<file path="config.mk">
export PLATFORM = sky130hd
export DESIGN_NAME = rgb565_pair_to_yuv422_flat
export DESIGN_NICKNAME = d
export VERILOG_FILES = /design/src/sv/rgb2yuv_pkg.sv /design/src/sv/rgb2yuv_if.sv /design/src/sv/rgb2yuv_pair_to_yuv422.sv /design/src/sv/rgb2yuv_lane.sv /design/src/sv/rgb2yuv_merge.sv /design/src/flat_wrapper.sv
export SDC_FILE = /design/constraint.sdc
export NUM_CORES = 1
export LEC_CHECK = 0
export ABC_AREA = 0
export BUFFER_PORTS_ARGS = -buffer_cell sky130_fd_sc_hd__buf_2
export CAP_MARGIN = 20
export CORE_ASPECT_RATIO = 1.25
export CORE_MARGIN = 4
export CORE_UTILIZATION = 24
export CTS_CLUSTER_SIZE = 10
export DETAILED_ROUTE_END_ITERATION = 10
export HOLD_SLACK_MARGIN = 0.08
export MAX_ROUTING_LAYER = met4
export PLACE_DENSITY = 0.35
export SETUP_SLACK_MARGIN = 0.2
export SYNTH_ARGS = -nofsm -noshare
export SYNTH_HDL_FRONTEND = slang
export SYNTH_SLANG_ARGS = --single-unit
</file>
<file path="constraint.sdc">
create_clock -name clk -period 22 [get_ports clk]
set_clock_uncertainty 0.15 [all_clocks]
set_input_delay 5.5 -clock clk [delete_from_list [all_inputs] [get_ports clk]]
set_output_delay 5.5 -clock clk [all_outputs]
set_load 0.03 [all_outputs]
</file>
<file path="src/sv/rgb2yuv_pkg.sv">
// rgb2yuv_pkg: shared types, field widths, bt.601 coefficients and the clip helper
// used by the interfaces, the per-pixel lanes, the chroma merge and the top level
`timescale 1ns / 1ps

package rgb2yuv_pkg;

  localparam int unsigned PIXEL_W = 16;
  localparam int unsigned WORD_W  = 16;
  localparam int unsigned CHAN_W  = 8;
  localparam int unsigned SUM_W   = 18;  // signed products plus rounding term
  localparam int unsigned OFS_W   = 11;  // shifted sum plus offset, signed

  // luma
  localparam logic signed [SUM_W-1:0] CY_R = 18'sd66;
  localparam logic signed [SUM_W-1:0] CY_G = 18'sd129;
  localparam logic signed [SUM_W-1:0] CY_B = 18'sd25;
  // blue difference
  localparam logic signed [SUM_W-1:0] CU_R = -18'sd38;
  localparam logic signed [SUM_W-1:0] CU_G = -18'sd74;
  localparam logic signed [SUM_W-1:0] CU_B = 18'sd112;
  // red difference
  localparam logic signed [SUM_W-1:0] CV_R = 18'sd112;
  localparam logic signed [SUM_W-1:0] CV_G = -18'sd94;
  localparam logic signed [SUM_W-1:0] CV_B = -18'sd18;

  localparam logic signed [SUM_W-1:0] ROUND_TERM = 18'sd128;
  localparam logic signed [OFS_W-1:0] Y_OFFSET   = 11'sd16;
  localparam logic signed [OFS_W-1:0] C_OFFSET   = 11'sd128;
  localparam logic signed [OFS_W-1:0] CHAN_MAX   = 11'sd255;

  typedef struct packed {
    logic [CHAN_W-1:0] y;
    logic [CHAN_W-1:0] u;
    logic [CHAN_W-1:0] v;
  } yuv_t;

  // load enables handed from the top-level control to both lanes
  typedef struct packed {
    logic s1;
    logic s2;
  } pipe_en_t;

  function automatic logic [CHAN_W-1:0] clip8(input logic signed [OFS_W-1:0] val);
    logic [CHAN_W-1:0] res;
    if (val < 0) begin
      res = '0;
    end else if (val > CHAN_MAX) begin
      res = '1;
    end else begin
      res = val[CHAN_W-1:0];
    end
    return res;
  endfunction

endpackage

</file>
<file path="src/sv/rgb2yuv_if.sv">
// rgb2yuv_in_if / rgb2yuv_out_if: valid/ready channels for pixel pairs and packed words
// depends on rgb2yuv_pkg for field widths
`timescale 1ns / 1ps

interface rgb2yuv_in_if;
  logic                             valid;
  logic                             ready;
  logic [rgb2yuv_pkg::PIXEL_W-1:0]  first_pixel;
  logic [rgb2yuv_pkg::PIXEL_W-1:0]  second_pixel;

  modport source (output valid, output first_pixel, output second_pixel, input ready);
  modport sink   (input valid, input first_pixel, input second_pixel, output ready);
endinterface

interface rgb2yuv_out_if;
  logic                            valid;
  logic                            ready;
  logic [rgb2yuv_pkg::WORD_W-1:0]  first_word;
  logic [rgb2yuv_pkg::WORD_W-1:0]  second_word;

  modport source (output valid, output first_word, output second_word, input ready);
  modport sink   (input valid, input first_word, input second_word, output ready);
endinterface

</file>
<file path="src/sv/rgb2yuv_pair_to_yuv422.sv">
// rgb565_pair_to_yuv422: top level, two conversion lanes, chroma merge and flow control
// depends on rgb2yuv_pkg, rgb2yuv_if, rgb2yuv_lane, rgb2yuv_merge
`timescale 1ns / 1ps

//  channel | dir | payload                      | handshake
//  in_ch   | in  | first_pixel, second_pixel    | valid/ready, rgb565 pair
//  out_ch  | out | first_word, second_word      | valid/ready, {y0,u} and {y1,v}
//
//  one pixel pair per clock sustained while out_ch is ready; an input transfer
//  reaches out_ch through three registered stages (lane sums, lane clip, merge)
//  each stage carries its own valid bit and loads whenever it is empty or its
//  successor moves, so bubbles collapse and a stalled output only blocks input
//  once all three stages are full
//  reset (synchronous, active low) clears only the stage valid bits

module rgb565_pair_to_yuv422 (
  input  logic          clk,
  input  logic          rst_n,
  rgb2yuv_in_if.sink    in_ch,
  rgb2yuv_out_if.source out_ch
);
  import rgb2yuv_pkg::*;

  // stage valid bits: lane sums, lane clip, output register
  logic v1_r, v2_r, v3_r;
  logic v1_nxt, v2_nxt, v3_nxt;

  // stage can take a new item this cycle
  logic adv1, adv2, adv3;
  logic in_fire, ld2, ld3;

  pipe_en_t lane_en;
  yuv_t     lane0_yuv, lane1_yuv;

  assign adv3 = !v3_r || out_ch.ready;
  assign adv2 = !v2_r || adv3;
  assign adv1 = !v1_r || adv2;

  assign in_fire = in_ch.valid && adv1;
  assign ld2     = v1_r && adv2;
  assign ld3     = v2_r && adv3;

  assign lane_en.s1 = in_fire;
  assign lane_en.s2 = ld2;

  // a stage is full if it loads a new item or its own item could not move on
  assign v1_nxt = in_fire || (v1_r && !adv2);
  assign v2_nxt = ld2 || (v2_r && !adv3);
  assign v3_nxt = ld3 || (v3_r && !out_ch.ready);

  always_ff @(posedge clk) begin
    if (!rst_n) begin
      v1_r <= 1'b0;
      v2_r <= 1'b0;
      v3_r <= 1'b0;
    end else begin
      v1_r <= v1_nxt;
      v2_r <= v2_nxt;
      v3_r <= v3_nxt;
    end
  end

  // left pixel lane
  rgb2yuv_lane u_lane0 (
    .clk   (clk),
    .en    (lane_en),
    .pixel (in_ch.first_pixel),
    .yuv   (lane0_yuv)
  );

  // right pixel lane
  rgb2yuv_lane u_lane1 (
    .clk   (clk),
    .en    (lane_en),
    .pixel (in_ch.second_pixel),
    .yuv   (lane1_yuv)
  );

  // chroma averaging and packing into the output register
  rgb2yuv_merge u_merge (
    .clk         (clk),
    .load        (ld3),
    .lane0       (lane0_yuv),
    .lane1       (lane1_yuv),
    .first_word  (out_ch.first_word),
    .second_word (out_ch.second_word)
  );

  assign in_ch.ready  = adv1;
  assign out_ch.valid = v3_r;

  // an empty pipeline always takes a transfer
  a_empty_ready: assert property (@(posedge clk) disable iff (!rst_n)
    (!v1_r && !v2_r && !v3_r) |-> in_ch.ready)
    else $error("pipeline empty but input not ready");

  // input back-pressure only when every stage holds an item
  a_full_stall: assert property (@(posedge clk) disable iff (!rst_n)
    !in_ch.ready |-> (v1_r && v2_r && v3_r))
    else $error("input stalled with a free stage");

  // an accepted pair is held in the first stage on the next cycle
  a_accept_lands: assert property (@(posedge clk) disable iff (!rst_n)
    in_fire |=> v1_r)
    else $error("accepted pair lost at stage one");

  // a blocked middle stage keeps its item
  a_mid_hold: assert property (@(posedge clk) disable iff (!rst_n)
    (v2_r && v3_r && !out_ch.ready) |=> v2_r)
    else $error("stage two item dropped under stall");

endmodule

</file>
<file path="src/sv/rgb2yuv_lane.sv">
// rgb2yuv_lane: one rgb565 pixel to clipped y/u/v in two register stages
// depends on rgb2yuv_pkg
`timescale 1ns / 1ps

module rgb2yuv_lane (
  input  logic                            clk,
  input  rgb2yuv_pkg::pipe_en_t           en,
  input  logic [rgb2yuv_pkg::PIXEL_W-1:0] pixel,
  output rgb2yuv_pkg::yuv_t               yuv
);
  import rgb2yuv_pkg::*;

  logic signed [SUM_W-1:0] r_s, g_s, b_s;
  logic signed [SUM_W-1:0] y_sum_nxt, u_sum_nxt, v_sum_nxt;
  logic signed [SUM_W-1:0] y_sum_r, u_sum_r, v_sum_r;
  logic signed [OFS_W-1:0] y_ofs, u_ofs, v_ofs;
  yuv_t                    yuv_nxt, yuv_r;

  // widen by plain left shift, no bit replication
  assign r_s = signed'(SUM_W'({pixel[15:11], 3'b000}));
  assign g_s = signed'(SUM_W'({pixel[10:5], 2'b00}));
  assign b_s = signed'(SUM_W'({pixel[4:0], 3'b000}));

  assign y_sum_nxt = CY_R * r_s + CY_G * g_s + CY_B * b_s + ROUND_TERM;
  assign u_sum_nxt = CU_R * r_s + CU_G * g_s + CU_B * b_s + ROUND_TERM;
  assign v_sum_nxt = CV_R * r_s + CV_G * g_s + CV_B * b_s + ROUND_TERM;

  always_ff @(posedge clk) begin
    if (en.s1) begin
      y_sum_r <= y_sum_nxt;
      u_sum_r <= u_sum_nxt;
      v_sum_r <= v_sum_nxt;
    end
  end

  // arithmetic shift floors toward minus infinity
  assign y_ofs = OFS_W'(y_sum_r >>> 8) + Y_OFFSET;
  assign u_ofs = OFS_W'(u_sum_r >>> 8) + C_OFFSET;
  assign v_ofs = OFS_W'(v_sum_r >>> 8) + C_OFFSET;

  assign yuv_nxt.y = clip8(y_ofs);
  assign yuv_nxt.u = clip8(u_ofs);
  assign yuv_nxt.v = clip8(v_ofs);

  always_ff @(posedge clk) begin
    if (en.s2) begin
      yuv_r <= yuv_nxt;
    end
  end

  assign yuv = yuv_r;

endmodule

</file>
<file path="src/sv/rgb2yuv_merge.sv">
// rgb2yuv_merge: averages the chroma of both lanes and packs the two output words
// depends on rgb2yuv_pkg
`timescale 1ns / 1ps

module rgb2yuv_merge (
  input  logic                           clk,
  input  logic                           load,
  input  rgb2yuv_pkg::yuv_t              lane0,
  input  rgb2yuv_pkg::yuv_t              lane1,
  output logic [rgb2yuv_pkg::WORD_W-1:0] first_word,
  output logic [rgb2yuv_pkg::WORD_W-1:0] second_word
);
  import rgb2yuv_pkg::*;

  logic [CHAN_W:0]   u_pair, v_pair;
  logic [WORD_W-1:0] first_word_nxt, second_word_nxt;
  logic [WORD_W-1:0] first_word_r, second_word_r;

  assign u_pair = {1'b0, lane0.u} + {1'b0, lane1.u};
  assign v_pair = {1'b0, lane0.v} + {1'b0, lane1.v};

  // floor average is the top bits of the sum
  assign first_word_nxt  = {lane0.y, u_pair[CHAN_W:1]};
  assign second_word_nxt = {lane1.y, v_pair[CHAN_W:1]};

  always_ff @(posedge clk) begin
    if (load) begin
      first_word_r  <= first_word_nxt;
      second_word_r <= second_word_nxt;
    end
  end

  assign first_word  = first_word_r;
  assign second_word = second_word_r;

endmodule
</file>
<file path="src/flat_wrapper.sv">
// flat-port wrapper written by rule: the top's interface ports become plain ports
module rgb565_pair_to_yuv422_flat import rgb2yuv_pkg::*;
  (clk, rst_n, in_ch_valid, in_ch_first_pixel, in_ch_second_pixel, in_ch_ready, out_ch_valid, out_ch_first_word, out_ch_second_word, out_ch_ready);
  rgb2yuv_in_if in_ch_i ();
  rgb2yuv_out_if out_ch_i ();
  input  logic clk;
  input  logic rst_n;
  input wire logic [$bits(in_ch_i.valid)-1:0] in_ch_valid;
  input wire logic [$bits(in_ch_i.first_pixel)-1:0] in_ch_first_pixel;
  input wire logic [$bits(in_ch_i.second_pixel)-1:0] in_ch_second_pixel;
  output wire logic [$bits(in_ch_i.ready)-1:0] in_ch_ready;
  output wire logic [$bits(out_ch_i.valid)-1:0] out_ch_valid;
  output wire logic [$bits(out_ch_i.first_word)-1:0] out_ch_first_word;
  output wire logic [$bits(out_ch_i.second_word)-1:0] out_ch_second_word;
  input wire logic [$bits(out_ch_i.ready)-1:0] out_ch_ready;
  assign in_ch_i.valid = in_ch_valid;
  assign in_ch_i.first_pixel = in_ch_first_pixel;
  assign in_ch_i.second_pixel = in_ch_second_pixel;
  assign in_ch_ready = in_ch_i.ready;
  assign out_ch_valid = out_ch_i.valid;
  assign out_ch_first_word = out_ch_i.first_word;
  assign out_ch_second_word = out_ch_i.second_word;
  assign out_ch_i.ready = out_ch_ready;
  rgb565_pair_to_yuv422 u_core (.clk(clk), .rst_n(rst_n), .in_ch(in_ch_i), .out_ch(out_ch_i));
endmodule
</file>
==> impl_results.md, run 1 <==
- FF-to-FF path depth: 6
- Post-Syn Area: 17400 sq um
- Nets@finish: 2363
- Vias in the first global route: 12200
- Min-Delay Path Class: reg -> reg
- Largest net degree at the start of global routing: 59
- Most common cell in the netlist: ha_1
- Hold Fails Final Rpt: 0
- Routed WL: 39600 um
- Hold_buf cts: 0
- Largest family of logic cells by synthesized area: adder cells
- CP max stage cell: nor2b_1
- Post-route DRC: 0
- Hold path start: u_core.u_lane1.yuv[18]$_SDFFCE_PN1P_
- Synthesized Nets: 2272
- H-tree Lvls: 4
- Yosys warns: 0
- Boundary Pins: 70
- Worst Setup SP: out_ch_ready
- Worst-case clock buffer depth: 2
- Via density: 4.09
- Slew Limit Headroom: 0.385
- Cells after Synth: 1712
- Final core utilization: 0.273
- Synth Area in XOR/XNOR: 0.0759
- Rows: 110
- Synth Area in Compound Gates: 0.0945
- Unrepaired setup endpoints after global routing: false
- Worst slack, placed: 9.79 ns
- Flops & latches, synth: 141
- Post-synthesis sequential area ratio: 0.241
- Initial antenna violation count: 3
- Floorplan die height: 309 um
- Sum of negative setup slack: 0 ns
- Fin crit share: 0.555
- Clock slew at reported path FFs: 0.06 ns
- Max stage delay on crit path: 0.56 ns
- CTS Root Cell: clkbuf_16
- Final worst path period need: 12.22 ns
- Actual slew at the worst max-slew pin: 0.915 ns
- CP startpoint kind: input port
- Synth area leader: ha_1
- Netlist cell types: 52
- DIE AREA: 77000 sq um
- Antenna Nets Post-Route: 0
- Critical path type: in -> out
- Total gr overflow: 0
- Critical path arrival: 6.57 ns
- Syn avg cell area: 10.2 sq um
- Clock Sinks: 141
- Synth Area in Simple Gates: 0.0728
- Synth top area share: 0.276
- Critical path capture point type: output pin
- Routed len/inst: 14.3 um
- Hold Path Depth: 0
- Total Routing Usage GR: 0.111
- Clock latency on the worst-skew pair: 0.47 ns
- DR iter-0 viols: 326
- Worst Path Required: 16.35 ns
- Die width: 249 um
- Worst setup margin: 9.78 ns
- Crit Reg-Reg Startpoint: u_core.u_lane0.y_sum_r[12]$_DFFE_PP_
- Final HPWL from detailed placement: 34000 um
- Synth top cells by count: ha_1 (384), inv_1 (368), fa_1 (140), edfxtp_1 (138), nor2_1 (119)
- EDFF count, synth: 138
- CTS tree: done
- Fin. max-slew vios: 0
- Synthesized-area fraction occupied by adder cells: 0.436
- # fillers: 7601
- Synth Flop Type: edfxtp_1
- Outcome: finished clean
- Top cells by area, synth: ha_1 (28%), edfxtp_1 (24%), fa_1 (16%)
- Max-cap violation count: 0
- Layout Area Growth over Synthesis: 12.6%
- Layout cells sized above 1: 0.0639
- First-pass GRT wire length: 64800 um
- Worst-path maximum fanout: 6
- FFs w/ async S/R, synth: 0
- Pre-Repair DR Iteration Count: 6
- Clock buffer count from CTS: 17
- Placer Congestion: 0.796
- Vias: 11300
- Worst-path cell chain: buf_2, nor2b_1, nand3_1, buf_2
- Port buffer count: 69
- Final setup vio count: 0
- Starting Density: 0.242
- Post-CTS Setup Inserts: 0
- Core area: 72000 sq um
- Crit-path most repeated cell: buf_2
- Highest clock rate: 0.0819 GHz
- Post-cts sizing count: 0
- Mux share of post-synthesis cell area: 0
## sequential cells by signal, indices dropped and copies added, names as in the netlist
| name | flops |
|---|---|
| u_core.u_lane0.yuv | 24 |
| u_core.u_lane1.yuv | 24 |
| u_core.u_merge.first_word | 16 |
| u_core.u_merge.second_word | 16 |
| u_core.u_lane0.u_sum_r | 10 |
| u_core.u_lane0.v_sum_r | 10 |
| u_core.u_lane1.u_sum_r | 10 |
| u_core.u_lane1.v_sum_r | 10 |
| u_core.u_lane0.y_sum_r | 9 |
| u_core.u_lane1.y_sum_r | 9 |
| u_core.out_ch.valid | 1 |
| u_core.v1_r | 1 |
| u_core.v2_r | 1 |
## cells by family (layout without fill, tap and decap cells)
logic type,count (synthesis),after routing
adders and majority gates,524,524
buffers and inverters,368,472
and+or+nand+nor,270,270
AOI/OAI and AO/OA,258,258
xor gates and xnor gates,151,151
DFF,141,141
other,0,3
## path summary, 6_finish.rpt
path | end | slack (ns)
setup reg to reg | u_core.u_lane0.yuv[22]$_SDFFCE_PN1P_ | 19.61
hold / removal | u_core.u_merge.second_word[10]$_DFFE_PP_ | 0.27
hold reg to reg | u_core.u_merge.second_word[10]$_DFFE_PP_ | 0.27
setup / recovery | in_ch_ready | 9.78
## metrics by stage
| step | instance area (sq um) | instances | hold WS, ns |
|---|---|---|---|
| floorplan | 17400 | 1712 | 0.250 |
| global placement | 19000 | 2736 | 0.254 |
| detailed placement | 19000 | 2736 | 0.255 |
| CTS | 19600 | 2768 | 0.267 |
| global route | 19600 | 2771 | 0.278 |
| finish | 19600 | 2771 | 0.265 |
## critical path: cells and delay by family
| family | cells | cell delay, ns |
|---|---|---|
| AND/OR/NAND/NOR | 2 | 0.75 |
| buffers and inverters | 2 | 0.31 |
## cells in the final DEF (no fill, tap or decap), types with 4 or more instances in the layout
master	count
nand3_1	19
a31oi_1	8
a21oi_1	95
clkbuf_16	17
nor2_1	119
xor2_1	52
buf_2	69
a21boi_0	5
o211ai_1	4
o21a_1	11
or3_1	6
inv_6	4
nand2b_1	22
nor3_1	15
nor2b_1	19
fa_1	140
ha_1	384
a21boi_1	4
a211oi_1	4
and2_1	5
a21o_1	32
nand4_1	9
o21bai_1	19
or2_2	5
xnor2_1	99
o21ai_0	39
inv_1	368
a41oi_1	5
o31ai_1	5
nand2_1	38
and3_1	5
edfxtp_1	138
## area by class of cell
class	count	area [sq um]	share of cell area
timing repair buffer	72	368	0.0188
sequential	141	4200	0.214
antenna	3	7.51	0.000383
clock inverter	13	155	0.00791
inverter	368	1380	0.0704
tap	952	1190	0.0607
multi-input combinational	1203	11900	0.605
clock buffer	19	433	0.0221
## layer usage
| layer | up-vias | track usage | share of wire |
|---|---|---|---|
| met1 | 5332 | 0.127 | 0.44 |
| met5 | - | - | 0 |
| li1 | 5917 | - | - |
| met4 | 0 | 0.0310 | 0.015 |
| met2 | 72 | 0.200 | 0.52 |
| met3 | 26 | 0.0205 | 0.027 |
Power of run 1 is not shown: default switching activity piles up to over one toggle a cycle in this logic, so the estimate is an artifact.
==> run 2: changes to the inputs <==
--- a/config.mk
+++ b/config.mk
@@ -15,7 +15,7 @@
 export DETAILED_ROUTE_END_ITERATION = 10
 export HOLD_SLACK_MARGIN = 0.08
 export MAX_ROUTING_LAYER = met4
-export PLACE_DENSITY = 0.35
+export PLACE_DENSITY = 0.36
 export SETUP_SLACK_MARGIN = 0.2
 export SYNTH_ARGS = -nofsm -noshare
 export SYNTH_HDL_FRONTEND = slang
==> constraint.sdc (replaced) <==
create_clock -name clk -period 10.4 [get_ports clk]
set_clock_uncertainty 0.15 [all_clocks]
set_input_delay 2.6 -clock clk [delete_from_list [all_inputs] [get_ports clk]]
set_output_delay 2.6 -clock clk [all_outputs]
set_load 0.03 [all_outputs]
==> impl_results.md, run 2 (same netlist as run 1, synthesis figures left out) <==
- Outcome: finished clean
- Post-route DRC: 0
- Initial antenna violation count: 4
- DIE AREA: 77000 sq um
- CTS tree: done
- Floorplan die height: 309 um
- Worst Setup EP: u_core.u_lane0.u_sum_r[17]$_DFFE_PP_
- Total Routing Usage GR: 0.112
- Most frequent cells in the layout: ha_1 (384), inv_1 (368), fa_1 (140)
- Met3 routed WL: 1090 um
- Largest net degree at the start of global routing: 59
- Clock buffer count from CTS: 17
- Critical path type: in -> reg
- Critical path arrival: 8.18 ns
- Max stage delay on crit path: 0.60 ns
- Total gr overflow: 0
- Vias in the first global route: 12300
- Via density: 4.11
- Routed WL: 40200 um
- CTS Root Cell: clkbuf_16
- Unrepaired setup endpoints after global routing: false
- Final HPWL from detailed placement: 34700 um
- CP startpoint kind: input port
- Placer Congestion: 0.812
- Max-cap violation count: 0
- FF-to-FF setup slack: 8.04 ns
- Crit-path most repeated cell: ha_1
- Min-Delay Path Class: reg -> reg
- Slew Limit Headroom: 0.430
- Pre-Repair DR Iteration Count: 4
- Clock slew at reported path FFs: 0.06 ns
- Hold_buf cts: 0
- First-pass GRT wire length: 65800 um
- Clock latency on the worst-skew pair: 0.48 ns
- Reg area: 4200 sq um
- Final setup vio count: 0
- End of the worst register-to-register path: u_core.u_lane0.yuv[22]$_SDFFCE_PN1P_
- Commonest non-fill, non-tap cell in the layout: ha_1
- Sum of negative setup slack: 0 ns
- # fillers: 7616
- CP max stage cell: a2111oi_0
- Boundary Pins: 70
- DR iter-0 viols: 324
- Crit Reg-Reg Startpoint: u_core.u_lane0.y_sum_r[12]$_DFFE_PP_
- Post-cts sizing count: 0
- Hold Fails Final Rpt: 0
- Highest clock rate: 0.123 GHz
- Core area: 72000 sq um
- Worst Setup SP: in_ch_first_pixel[9]
- Actual slew at the worst max-slew pin: 0.848 ns
- Worst Path Required: 10.45 ns
- Met2 Wirelength: 21200 um
- Layout Area Growth over Synthesis: 12.5%
- Antenna Nets Post-Route: 0
- Multi-input gate area: 11900 sq um
- Layout cells sized above 1: 0.0644
- Fin crit share: 0.782
- H-tree Lvls: 4
- Clock Sinks: 141
- Worst-case clock buffer depth: 2
- Die width: 249 um
- Starting Density: 0.242
- Worst-path cell chain: buf_2, inv_1, ha_1, ha_1, inv_1, fa_1, inv_1, ha_1, ha_1, a21oi_1, o21bai_1, a2111oi_0, nor2_1, xnor2_1, fa_1, inv_1, ha_1, ha_1, a21o_1, nand2_1, o21ai_1, o41ai_1, xnor2_1
- Vias: 11400
- Port buffer count: 69
- Critical path capture point type: register
- Fin. max-slew vios: 0
- Post-CTS Setup Inserts: 0
- Final worst path period need: 8.13 ns
- Nets@finish: 2363
- FF-to-FF path depth: 6
- Rows: 110
- Worst-path maximum fanout: 7
- Highest metal used: met4
- Routed len/inst: 14.5 um
- Met1 WL: 17200 um
## run 2: cell count changes in the layout (fill, tap and decap cells not counted), sizes merged
cell and delta:
clkbuf -1, clkinvlp +1, clkinv -1, inv +1
## run 2: per-stage QoR
| stage | hold WS [ns] | util | worst slack, ns | cell area (sq um) | cells |
|---|---|---|---|---|---|
| after floorplan | 0.250 | - | 2.51 | 17400 | 1712 |
| after global placement | 0.252 | 0.264 | 1.84 | 19000 | 2736 |
| after detailed placement | 0.255 | 0.264 | 1.77 | 19000 | 2736 |
| after CTS | 0.269 | 0.272 | 2.28 | 19600 | 2768 |
| after global routing | 0.277 | 0.273 | 1.89 | 19600 | 2771 |
| final | 0.267 | 0.273 | 2.27 | 19600 | 2771 |
## run 2: cell type report
type | instances | area share
Inverter | 368 | 0.0704
Tap cell | 952 | 0.0607
Antenna cell | 3 | 0.000383
Clock buffer | 18 | 0.0219
Sequential cell | 141 | 0.214
Clock inverter | 14 | 0.00797
Timing Repair Buffer | 72 | 0.0188
Multi-Input combinational cell | 1203 | 0.606
## run 2: worst min-delay path by stage
| stage | start | to | slack (ns) | depth (start not counted) |
|---|---|---|---|---|
| 4_1_cts | u_core.u_lane1.yuv[19]$_SDFFCE_PN1P_ | u_core.u_merge.second_word[11]$_DFFE_PP_ | 0.27 | 0 |
| 2_1_floorplan | u_core.u_lane0.yuv[18]$_SDFFCE_PN1P_ | u_core.u_merge.first_word[10]$_DFFE_PP_ | 0.25 | 0 |
| 5_1_grt | u_core.u_lane0.yuv[22]$_SDFFCE_PN1P_ | u_core.u_merge.first_word[14]$_DFFE_PP_ | 0.28 | 0 |
| 6_report | u_core.u_lane0.yuv[20]$_SDFFCE_PN1P_ | u_core.u_merge.first_word[12]$_DFFE_PP_ | 0.27 | 0 |
| 3_3_place_gp | u_core.u_lane0.yuv[21]$_SDFFCE_PN1P_ | u_core.u_merge.first_word[13]$_DFFE_PP_ | 0.25 | 0 |
| 3_5_place_dp | u_core.u_lane1.yuv[22]$_SDFFCE_PN1P_ | u_core.u_merge.second_word[14]$_DFFE_PP_ | 0.25 | 0 |
## run 2: critical path: cells and delay by family
| family | cells | cell delay [ns] |
|---|---|---|
| fa+ha+maj | 8 | 2.85 |
| simple gates | 2 | 0.18 |
| xor+xnor | 2 | 0.38 |
| buf+inv | 5 | 0.53 |
| compound gates | 6 | 1.64 |
## run 2: per-layer routing
| layer | vias to the layer above | GRT usage |
|---|---|---|
| met3 | 27 | 0.0197 |
| met4 | 0 | 0.0291 |
| met1 | 5346 | 0.126 |
| li1 | 5905 | - |
| met5 | - | - |
| met2 | 97 | 0.205 |
Power of run 2 is left out for the same reason.
==> run 3: changes to the inputs <==
--- a/config.mk
+++ b/config.mk
@@ -5,7 +5,7 @@
 export SDC_FILE = /design/constraint.sdc
 export NUM_CORES = 1
 export LEC_CHECK = 0
-export ABC_AREA = 0
+export ABC_AREA = 1
 export BUFFER_PORTS_ARGS = -buffer_cell sky130_fd_sc_hd__buf_2
 export CAP_MARGIN = 20
 export CORE_ASPECT_RATIO = 1.25
@@ -15,7 +15,7 @@
 export DETAILED_ROUTE_END_ITERATION = 10
 export HOLD_SLACK_MARGIN = 0.08
 export MAX_ROUTING_LAYER = met4
-export PLACE_DENSITY = 0.36
+export PLACE_DENSITY = 0.35
 export SETUP_SLACK_MARGIN = 0.2
 export SYNTH_ARGS = -nofsm -noshare
 export SYNTH_HDL_FRONTEND = slang
==> constraint.sdc (replaced) <==
create_clock -name clk -period 8.45 [get_ports clk]
set_clock_uncertainty 0.15 [all_clocks]
set_input_delay 2.1125 -clock clk [delete_from_list [all_inputs] [get_ports clk]]
set_output_delay 2.1125 -clock clk [all_outputs]
set_load 0.03 [all_outputs]
==> impl_results.md, run 3 <==
- Layout Area Growth over Synthesis: 12.0%
- Highest clock rate: 0.138 GHz
- Boundary Pins: 70
- Commonest non-fill, non-tap cell in the layout: inv_1
- Floorplan die height: 328 um
- Actual slew at the worst max-slew pin: 0.880 ns
- Antenna diodes: 0
- FFs w/ async S/R, synth: 0
- CTS Root Cell: clkbuf_16
- Final worst path period need: 7.24 ns
- Final core utilization: 0.271
- Met1 WL: 22600 um
- Worst slack, placed: 0.709 ns
- Worst-case clock buffer depth: 2
- Post-route DRC: 0
- Starting Density: 0.242
- Routed WL: 51400 um
- Min-Delay Path Class: reg -> reg
- DIE AREA: 86800 sq um
- Top cells by area, synth: ha_1 (24%), edfxtp_1 (21%), fa_1 (14%)
- Via density: 4.19
- Syn avg cell area: 8.39 sq um
- FF-to-FF setup slack: 6.50 ns
- Slew Limit Headroom: 0.413
- # fillers: 8740
- Cells after Synth: 2351
- Final HPWL from detailed placement: 44300 um
- Antenna Nets Post-Route: 0
- Worst setup margin: 1.21 ns
- Sum of negative setup slack: 0 ns
- Clock buffer count from CTS: 17
- Unrepaired setup endpoints after global routing: false
- Most frequent cells in the layout: inv_1 (587), nand2_1 (443), ha_1 (384)
- DR iter-0 viols: 507
- Core area: 81500 sq um
- Placed inst area: 21500 sq um
- Nets@finish: 3004
- Hold path start: u_core.u_lane0.yuv[17]$_SDFFCE_PN1P_
- Synth top cells by count: inv_1 (589), nand2_1 (443), ha_1 (384), fa_1 (140), edfxtp_1 (138)
- Vias in the first global route: 15600
- Most common cell in the netlist: inv_1
- Hold EP: u_core.u_merge.first_word[9]$_DFFE_PP_
- Worst-path maximum fanout: 6
- Routed len/inst: 14.6 um
- Clock Sinks: 141
- Flops & latches, synth: 141
- Hold Path Depth: 0
- Worst Path Required: 8.53 ns
- Fin. max-slew vios: 0
- Die width: 264 um
- Hold Fails Final Rpt: 0
- Hold_buf cts: 0
- Initial antenna violation count: 1
- Post-CTS Setup Inserts: 0
- H-tree Lvls: 4
- EDFF count, synth: 138
- Largest net degree at the start of global routing: 59
- Netlist cell types: 38
- Highest metal used: met4
- CTS tree: done
- Synth top area share: 0.244
- Post-synthesis sequential area ratio: 0.213
- Post-Syn Area: 19700 sq um
- Clock latency on the worst-skew pair: 0.49 ns
- CP startpoint kind: input port
- Total Routing Usage GR: 0.124
- Synth area leader: ha_1
- Pre-Repair DR Iteration Count: 4
- End of the worst register-to-register path: u_core.u_lane1.u_sum_r[12]$_DFFE_PP_
- Fin crit share: 0.857
- Crit Reg-Reg Startpoint: u_core.v2_r$_SDFF_PN0_
- Max-cap violation count: 0
- Critical path type: in -> reg
- Synthesized Nets: 2911
- Outcome: finished clean
- Met3 routed WL: 1070 um
- Final setup vio count: 0
- Post-cts sizing count: 0
- Critical path capture point type: register
- Total gr overflow: 0
- Critical path arrival: 7.32 ns
- First-pass GRT wire length: 82300 um
- Clock slew at reported path FFs: 0.06 ns
- Synth Flop Type: edfxtp_1
- Layout cells sized above 1: 0.0713
- Rows: 117
- Final instance area: 22100 sq um
- Port buffer count: 69
- Yosys warns: 0
- Vias: 14800
- Met2 Wirelength: 26800 um
- Placer Congestion: 0.804
- FF-to-FF path depth: 6
## run 3: changes by cell type in the layout (fill, tap and decap cells not counted), moves of 15 or more
cell | before | now
inv_1 | 368 | 587
nand4_1 | 9 | 35
nor2_1 | 119 | 83
xor2_1 | 52 | 79
nand3_1 | 19 | 126
o21ai_0 | 39 | 54
nand2b_1 | 22 | 0
nor2b_1 | 19 | 0
nand2_1 | 38 | 443
xnor2_1 | 99 | 35
nand2_2 | 0 | 15
## run 3: cell families (layout without fill, tap and decap cells)
group,after synthesis,after routing,synth area share
flops,141,141,0.213
xor+xnor,114,114,0.0506
simple gates,736,736,0.161
fa+ha+maj,524,524,0.386
compound gates,243,243,0.0763
buf+inv,593,698,0.113
## run 3: through the flow
stage                     hold WS, ns  instances
after detailed placement        0.255       3496
after global placement          0.252       3496
after global routing            0.271       3527
final                           0.268       3527
after CTS                       0.269       3527
after floorplan                 0.250       2351
## run 3: cell type report
| class | count | area (sq um) | area share |
|---|---|---|---|
| clock buffers | 17 | 425 | 0.0193 |
| multi-input cells | 1617 | 13300 | 0.602 |
| flip-flops and latches | 141 | 4200 | 0.190 |
| inverters | 593 | 2230 | 0.101 |
| clock inverters | 14 | 206 | 0.00935 |
| repair buffers | 74 | 383 | 0.0173 |
| well taps | 1071 | 1340 | 0.0607 |
## run 3: metal layers
layer  vias to the layer above  track usage
li1                       7700            -
met1                      6902        0.143
met2                       140        0.226
met3                        36       0.0177
met4                         0       0.0331
met5                         -            -
## run 3: worst max-delay path, cell delays in order
cell      delay (ns)
buf_2           0.20
inv_1           0.13
fa_1            0.53
inv_1           0.11
ha_1            0.33
fa_1            0.51
inv_1           0.05
fa_1            0.49
inv_1           0.06
ha_1            0.39
nand2_1         0.12
inv_1           0.07
nand4_1         0.07
o211ai_1        0.11
xor2_1          0.30
fa_1            0.47
inv_1           0.07
ha_1            0.23
ha_1            0.37
nand2_1         0.11
inv_1           0.06
nand3_1         0.08
nor2_1          0.05
nor2_1          0.12
nand2_1         0.06
nand2_1         0.05
nand2_1         0.05
## run 3: worst max-delay path by stage
stage,start,to,depth (start not counted)
3_5_place_dp,in_ch_second_pixel[7],u_core.u_lane1.v_sum_r[17]$_DFFE_PP_,25
3_3_place_gp,in_ch_first_pixel[7],u_core.u_lane0.v_sum_r[17]$_DFFE_PP_,26
5_1_grt,in_ch_first_pixel[6],u_core.u_lane0.v_sum_r[17]$_DFFE_PP_,26
4_1_cts,in_ch_second_pixel[7],u_core.u_lane1.v_sum_r[17]$_DFFE_PP_,25
2_1_floorplan,in_ch_first_pixel[6],u_core.u_lane0.u_sum_r[17]$_DFFE_PP_,25
6_report,in_ch_first_pixel[7],u_core.u_lane0.v_sum_r[17]$_DFFE_PP_,27
Power of run 3 is left out for the same reason.
